===== config.mk =====
export PLATFORM = sky130hd
export DESIGN_NAME = modular_exponentiation_core
export DESIGN_NICKNAME = d
export VERILOG_FILES = /design/src/mexp_pkg.sv /design/src/mexp_mulred.sv /design/src/modular_exponentiation_core.sv
export SDC_FILE = /design/constraint.sdc
export NUM_CORES = 2
export LEC_CHECK = 0
export BUFFER_PORTS_ARGS = -buffer_cell sky130_fd_sc_hd__buf_2
export CAP_MARGIN = 20
export CORE_MARGIN = 3
export CORE_UTILIZATION = 45
export CTS_CLUSTER_SIZE = 20
export DETAILED_ROUTE_END_ITERATION = 8
export RECOVER_POWER = 100
export SYNTH_ARGS = -nofsm -noshare
export SYNTH_HDL_FRONTEND = slang
export SYNTH_HIERARCHICAL = 1
export SYNTH_SLANG_ARGS = --single-unit

===== constraint.sdc =====
create_clock -name clk -period 14.1 [get_ports clk]
set_clock_uncertainty 0.05 [all_clocks]
set_input_delay 1.41 -clock clk [delete_from_list [all_inputs] [get_ports clk]]
set_output_delay 1.41 -clock clk [all_outputs]
set_load 0.1 [all_outputs]

===== src/mexp_pkg.sv =====
// Shared types and constants for the modular exponentiation core.
package mexp_pkg;

  // Prime modulus and the constants of its Barrett reduction
  localparam logic [29:0] PRIME  = 30'd1000000007;
  localparam logic [31:0] PRIME2 = 32'd2000000014;
  // floor(2^60 / PRIME)
  localparam logic [30:0] MU     = 31'd1152921496;
  // 2^30 mod PRIME, used to fold the upper half of a wide base
  localparam logic [29:0] C30    = 30'd73741817;

  // One modular multiply request: (a * b + addend) mod PRIME
  typedef struct packed {
    logic        go;
    logic [29:0] a;
    logic [29:0] b;
    logic [32:0] addend;
  } mexp_req_t;

  // Reduced result, marked by a one-cycle done pulse
  typedef struct packed {
    logic        done;
    logic [29:0] value;
  } mexp_rsp_t;

endpackage


===== src/mexp_mulred.sv =====
// Shared multiplier with Barrett reduction modulo the prime, five steps per request.
module mexp_mulred (
  input  logic              clk,
  input  logic              rst,
  input  mexp_pkg::mexp_req_t req,
  output mexp_pkg::mexp_rsp_t rsp
);
  import mexp_pkg::*;

  localparam logic [2:0] ST_IDLE = 3'd0;
  localparam logic [2:0] ST_PROD = 3'd1;
  localparam logic [2:0] ST_FOLD = 3'd2;
  localparam logic [2:0] ST_EST  = 3'd3;
  localparam logic [2:0] ST_QP   = 3'd4;
  localparam logic [2:0] ST_CORR = 3'd5;

  logic [2:0]  state;
  logic [29:0] opa;
  logic [29:0] opb;
  logic [32:0] addend;
  logic [61:0] prod;
  logic [59:0] x;
  logic [30:0] mul_a;
  logic [30:0] mul_b;
  logic [61:0] mul_p;
  logic [31:0] rem;
  logic [31:0] rem_p;
  logic [31:0] rem_2p;
  logic [29:0] rem_fix;

  // Select multiplier operands: a*b, then quotient estimate, then quotient times prime
  always_comb begin
    case (state)
      ST_EST: begin
        mul_a = x[59:29];
        mul_b = MU;
      end
      ST_QP: begin
        mul_a = prod[61:31];
        mul_b = {1'b0, PRIME};
      end
      default: begin
        mul_a = {1'b0, opa};
        mul_b = {1'b0, opb};
      end
    endcase
  end

  assign mul_p = mul_a * mul_b;

  // Remainder is below three times the prime; subtract it out at most twice
  assign rem    = x[31:0] - prod[31:0];
  assign rem_p  = rem - {2'b00, PRIME};
  assign rem_2p = rem - PRIME2;

  always_comb begin
    if (rem >= PRIME2) begin
      rem_fix = rem_2p[29:0];
    end else if (rem >= {2'b00, PRIME}) begin
      rem_fix = rem_p[29:0];
    end else begin
      rem_fix = rem[29:0];
    end
  end

  // Sequence one request through the shared multiplier
  always_ff @(posedge clk) begin
    if (rst) begin
      state    <= ST_IDLE;
      rsp.done <= 1'b0;
    end else begin
      rsp.done <= 1'b0;
      case (state)
        ST_IDLE: begin
          if (req.go) begin
            state <= ST_PROD;
          end
        end
        ST_PROD: state <= ST_FOLD;
        ST_FOLD: state <= ST_EST;
        ST_EST:  state <= ST_QP;
        ST_QP:   state <= ST_CORR;
        ST_CORR: begin
          rsp.value <= rem_fix;
          rsp.done  <= 1'b1;
          state     <= ST_IDLE;
        end
        default: state <= ST_IDLE;
      endcase
    end
  end

  // Datapath registers
  always_ff @(posedge clk) begin
    if (state == ST_IDLE && req.go) begin
      opa    <= req.a;
      opb    <= req.b;
      addend <= req.addend;
    end
    if (state == ST_PROD || state == ST_EST || state == ST_QP) begin
      prod <= mul_p;
    end
    if (state == ST_FOLD) begin
      x <= prod[59:0] + {27'd0, addend};
    end
  end

endmodule


===== src/modular_exponentiation_core.sv =====
// Top level of the modular exponentiation core: square-and-multiply sequencer.
//
// Computes base ** exponent mod 1000000007 with right-to-left square and multiply,
// scanning the low EXP_BITS exponent bits. An item is taken when start is high and
// busy is low; busy stays high until the result appears on power_mod with done high
// for one cycle, which the receiver must take then. All arithmetic goes through one
// shared 31x31 multiplier with Barrett reduction. An item first reduces the base with
// two modular multiplies; then each exponent bit below the highest set one costs a
// square, and each set bit a multiply, so a zero exponent needs only the base
// reduction.
module modular_exponentiation_core #(
  parameter int EXP_BITS = 63
) (
  input  logic        clk,
  input  logic        rst,
  input  logic        start,
  output logic        busy,
  input  logic [62:0] base,
  input  logic [62:0] exponent,
  output logic        done,
  output logic [29:0] power_mod
);
  import mexp_pkg::*;

  localparam logic [2:0] ST_IDLE  = 3'd0;
  localparam logic [2:0] ST_BHI   = 3'd1;
  localparam logic [2:0] ST_BFOLD = 3'd2;
  localparam logic [2:0] ST_STEP  = 3'd3;
  localparam logic [2:0] ST_MULT  = 3'd4;
  localparam logic [2:0] ST_SQR   = 3'd5;

  logic [2:0]          state;
  logic [EXP_BITS-1:0] e;
  logic [29:0]         acc;
  logic [29:0]         sq;
  logic [29:0]         base_lo;
  mexp_req_t           req;
  mexp_rsp_t           rsp;

  mexp_mulred u_mulred (
    .clk (clk),
    .rst (rst),
    .req (req),
    .rsp (rsp)
  );

  assign busy = (state != ST_IDLE);

  // Sequence base reduction, then one square per exponent bit below the top set bit and a multiply per set bit
  always_ff @(posedge clk) begin
    if (rst) begin
      state  <= ST_IDLE;
      done   <= 1'b0;
      req.go <= 1'b0;
    end else begin
      done   <= 1'b0;
      req.go <= 1'b0;
      case (state)
        ST_IDLE: begin
          if (start) begin
            // Reduce the upper base bits first
            base_lo    <= base[29:0];
            e          <= exponent[EXP_BITS-1:0];
            req.go     <= 1'b1;
            req.a      <= '0;
            req.b      <= '0;
            req.addend <= base[62:30];
            state      <= ST_BHI;
          end
        end
        ST_BHI: begin
          if (rsp.done) begin
            // Fold: hi * 2^30 + lo
            req.go     <= 1'b1;
            req.a      <= rsp.value;
            req.b      <= C30;
            req.addend <= {3'd0, base_lo};
            state      <= ST_BFOLD;
          end
        end
        ST_BFOLD: begin
          if (rsp.done) begin
            sq    <= rsp.value;
            acc   <= 30'd1;
            state <= ST_STEP;
          end
        end
        ST_STEP: begin
          if (e == '0) begin
            power_mod <= acc;
            done      <= 1'b1;
            state     <= ST_IDLE;
          end else if (e[0]) begin
            req.go     <= 1'b1;
            req.a      <= acc;
            req.b      <= sq;
            req.addend <= '0;
            state      <= ST_MULT;
          end else begin
            req.go     <= 1'b1;
            req.a      <= sq;
            req.b      <= sq;
            req.addend <= '0;
            state      <= ST_SQR;
          end
        end
        ST_MULT: begin
          if (rsp.done) begin
            acc <= rsp.value;
            if ((e >> 1) == '0) begin
              // No bits left: skip the final square
              e     <= '0;
              state <= ST_STEP;
            end else begin
              req.go     <= 1'b1;
              req.a      <= sq;
              req.b      <= sq;
              req.addend <= '0;
              state      <= ST_SQR;
            end
          end
        end
        ST_SQR: begin
          if (rsp.done) begin
            sq    <= rsp.value;
            e     <= e >> 1;
            state <= ST_STEP;
          end
        end
        default: state <= ST_IDLE;
      endcase
    end
  end

endmodule


==> results.toml <==
[finish]
synthToLayoutAreaGrowth_pct = 8.27
layout_commonest_cell = "inv_1"
layout_common_cells = "inv_1 (970), fa_1 (839), nand2_1 (692), nor2_1 (588), edfxtp_1 (521)"
nNetsFinal = 6872
layoutNonFillerInstCount = 7237
drive_above_1_share = 0.0628

[worst_setup_path]
worstPathRequired_ns = 14.52
r2r_cells = 30
worst_setup_path_end_kind = "flop"
cp_common_cell = "fa_1"
crit_fanout = 53
path_class = "reg -> reg"
cp.arrival_ns = 12.81
slowest_delay_ns = 1.39
startpoint_type = "flop"
slowest_stage = "and3_1"

[cts]
cts_buffer_depth = 3
clk_latency_ns = 0.61
postCtsSetupBuffers = 0
postCtsResizedCells = 0
cts_tree = "built"
htree_levels = 2
hold_buffers = 0
clockRootBuffer = "clkbuf_16"
cts_buffers = 51
clkTransAtPathRegs_ns = 0.06
cts_sinks = 530

[logic_synthesis]
synthCells = 5461
synth_seq_cells = 530
async_flop_share = 0
synthTopCellsByArea = "fa_1 (31%), edfxtp_1 (29%), ha_1 (7.4%)"
synth_area_um2 = 54800
synth_top_area_share = 0.307
synth_warnings = 6
ys_seq_area_frac = 0.289
postSynthAreaPerCell_um2 = 10.0
yosysUniqueCellTypes = 89
synth_edf_count = 521
synth_top_area_cell = "fa_1"
synth_flop_cell = "edfxtp_1"

[drt]
drt_iter0_drc = 4047
wl_per_cell_um = 24.2
via_per_inst = 5.60
drcViolationCount = 0
firstDrtPassIters = 6
routed_wl_um = 175000
num_vias = 40504
ant_nets = 0

[outcome]
status = "complete, but fails checks"
violations = "capacitance limit, slew limit"

[placed_design]
gp_routability_congestion = 1.00
portBuffers = 160
hpwl_um = 137000
dp_cells = 7141

[die]
row_count = 127
io_pins = 161
coreArea_um2 = 120000
fp.dieW_um = 355
die_y_um = 355
dieArea_um2 = 126000
start_util = 0.455

[global_routing]
grt_first_pass_wirelength_um = 266000
grt_pass1_vias = 42288
grt_use_total = 0.283
antenna_found_initial = 7
gr-total-overflow = 0
grt_max_degree = 83

[timing]
post-route-min-period_ns = 12.39
hold_viol = 0
fin_crit_sh = 0.879
setup-violations-final = 0
tightest_slew_ns = 4.15
slew-limit-headroom = -1.77
rsz0062_at_grt = "no"
slew_viol_final = 736
final.setup.tns_ns = 0
clock.fmax_mhz = 80.7

[flow_run]
cap_violations = 15

[worst_hold_path]
hold_path.class = "reg -> reg"
hold_depth = 0
## cell type report
cell class	instances	area [um2]
Antenna cell	7	17.5
Clock buffer	67	1410
Clock inverter	22	244
Fill cell	11229	61000
Inverter	970	3640
Multi-Input combinational cell	3732	34400
Sequential cell	530	15800
Tap cell	1612	2020
Timing Repair Buffer	297	1690
## cell usage after synthesis, types with 47 or more instances
cell type / number
a21o_1: 70
a21oi_1: 152
a22o_1: 57
a22oi_1: 61
and2_1: 67
clkbuf_1: 185
edfxtp_1: 521
fa_1: 839
ha_1: 322
inv_1: 969
nand2_1: 692
nand3_1: 48
nor2_1: 598
o21ai_0: 205
xnor2_1: 119
xor2_1: 47
## flip-flops by register name (all words and copies together), names as in the netlist
| name | flops |
|---|---|
| req | 94 |
| e | 63 |
| u_mulred/prod | 62 |
| u_mulred/x | 60 |
| u_mulred/addend | 33 |
| u_mulred/rsp | 31 |
| acc | 30 |
| base_lo | 30 |
| power_mod | 30 |
| sq | 30 |
| u_mulred/opa | 30 |
| u_mulred/opb | 30 |
| state | 3 |
| u_mulred/state | 3 |
| done | 1 |
## metal layers
metal  up-vias  routed length [um]  global-route usage
met2      1924               77900               0.434
li1      17784                   -                   -
met3       370               16700              0.0608
met5         -                  38                   0
met4         6                8270               0.112
met1     20420               72200               0.394
## per-stage QoR
step,hold WS [ns],setup slack [ns],utilization,instance area [um2]
after global routing,0.368,1.10,0.493,59300
after detailed placement,0.355,2.69,0.481,57900
after global placement,0.352,2.65,0.481,57800
after floorplan,0.350,3.22,-,54800
after CTS,0.347,2.64,0.495,59500
final,0.348,1.71,0.493,59300
## kinds of logic after synthesis
logic type / synth area share
multiplexers: 0.000571
adder cells (fa/ha/maj): 0.380
buffers and inverters: 0.0838
AO/OA/AOI/OAI: 0.0905
flip-flops: 0.289
AND/OR/NAND/NOR: 0.129
other: 0.000137
XOR/XNOR: 0.0266
## worst paths after layout
path                                   from                     endpoint  slack [ns]
max          u_mulred/state[2]$_SDFFE_PP0P_  u_mulred/prod[59]$_DFFE_PP_        1.71
min                       req[88]$_DFFE_PP_   u_mulred/opa[25]$_DFFE_PP_        0.35
max reg2reg  u_mulred/state[2]$_SDFFE_PP0P_  u_mulred/prod[59]$_DFFE_PP_        1.71
min reg2reg               req[88]$_DFFE_PP_   u_mulred/opa[25]$_DFFE_PP_        0.35
## worst max-delay path: cells and delay by family (launching register included)
kind	cells	cell delay (ns)
fa+ha+maj	9	4.51
compound gates	11	3.77
simple gates	5	2.35
buf+inv	5	0.95
flops	1	0.58
Power is left out: the tool's default activity adds up to more than one toggle a clock period on the data nets, which glitch-free logic cannot reach.
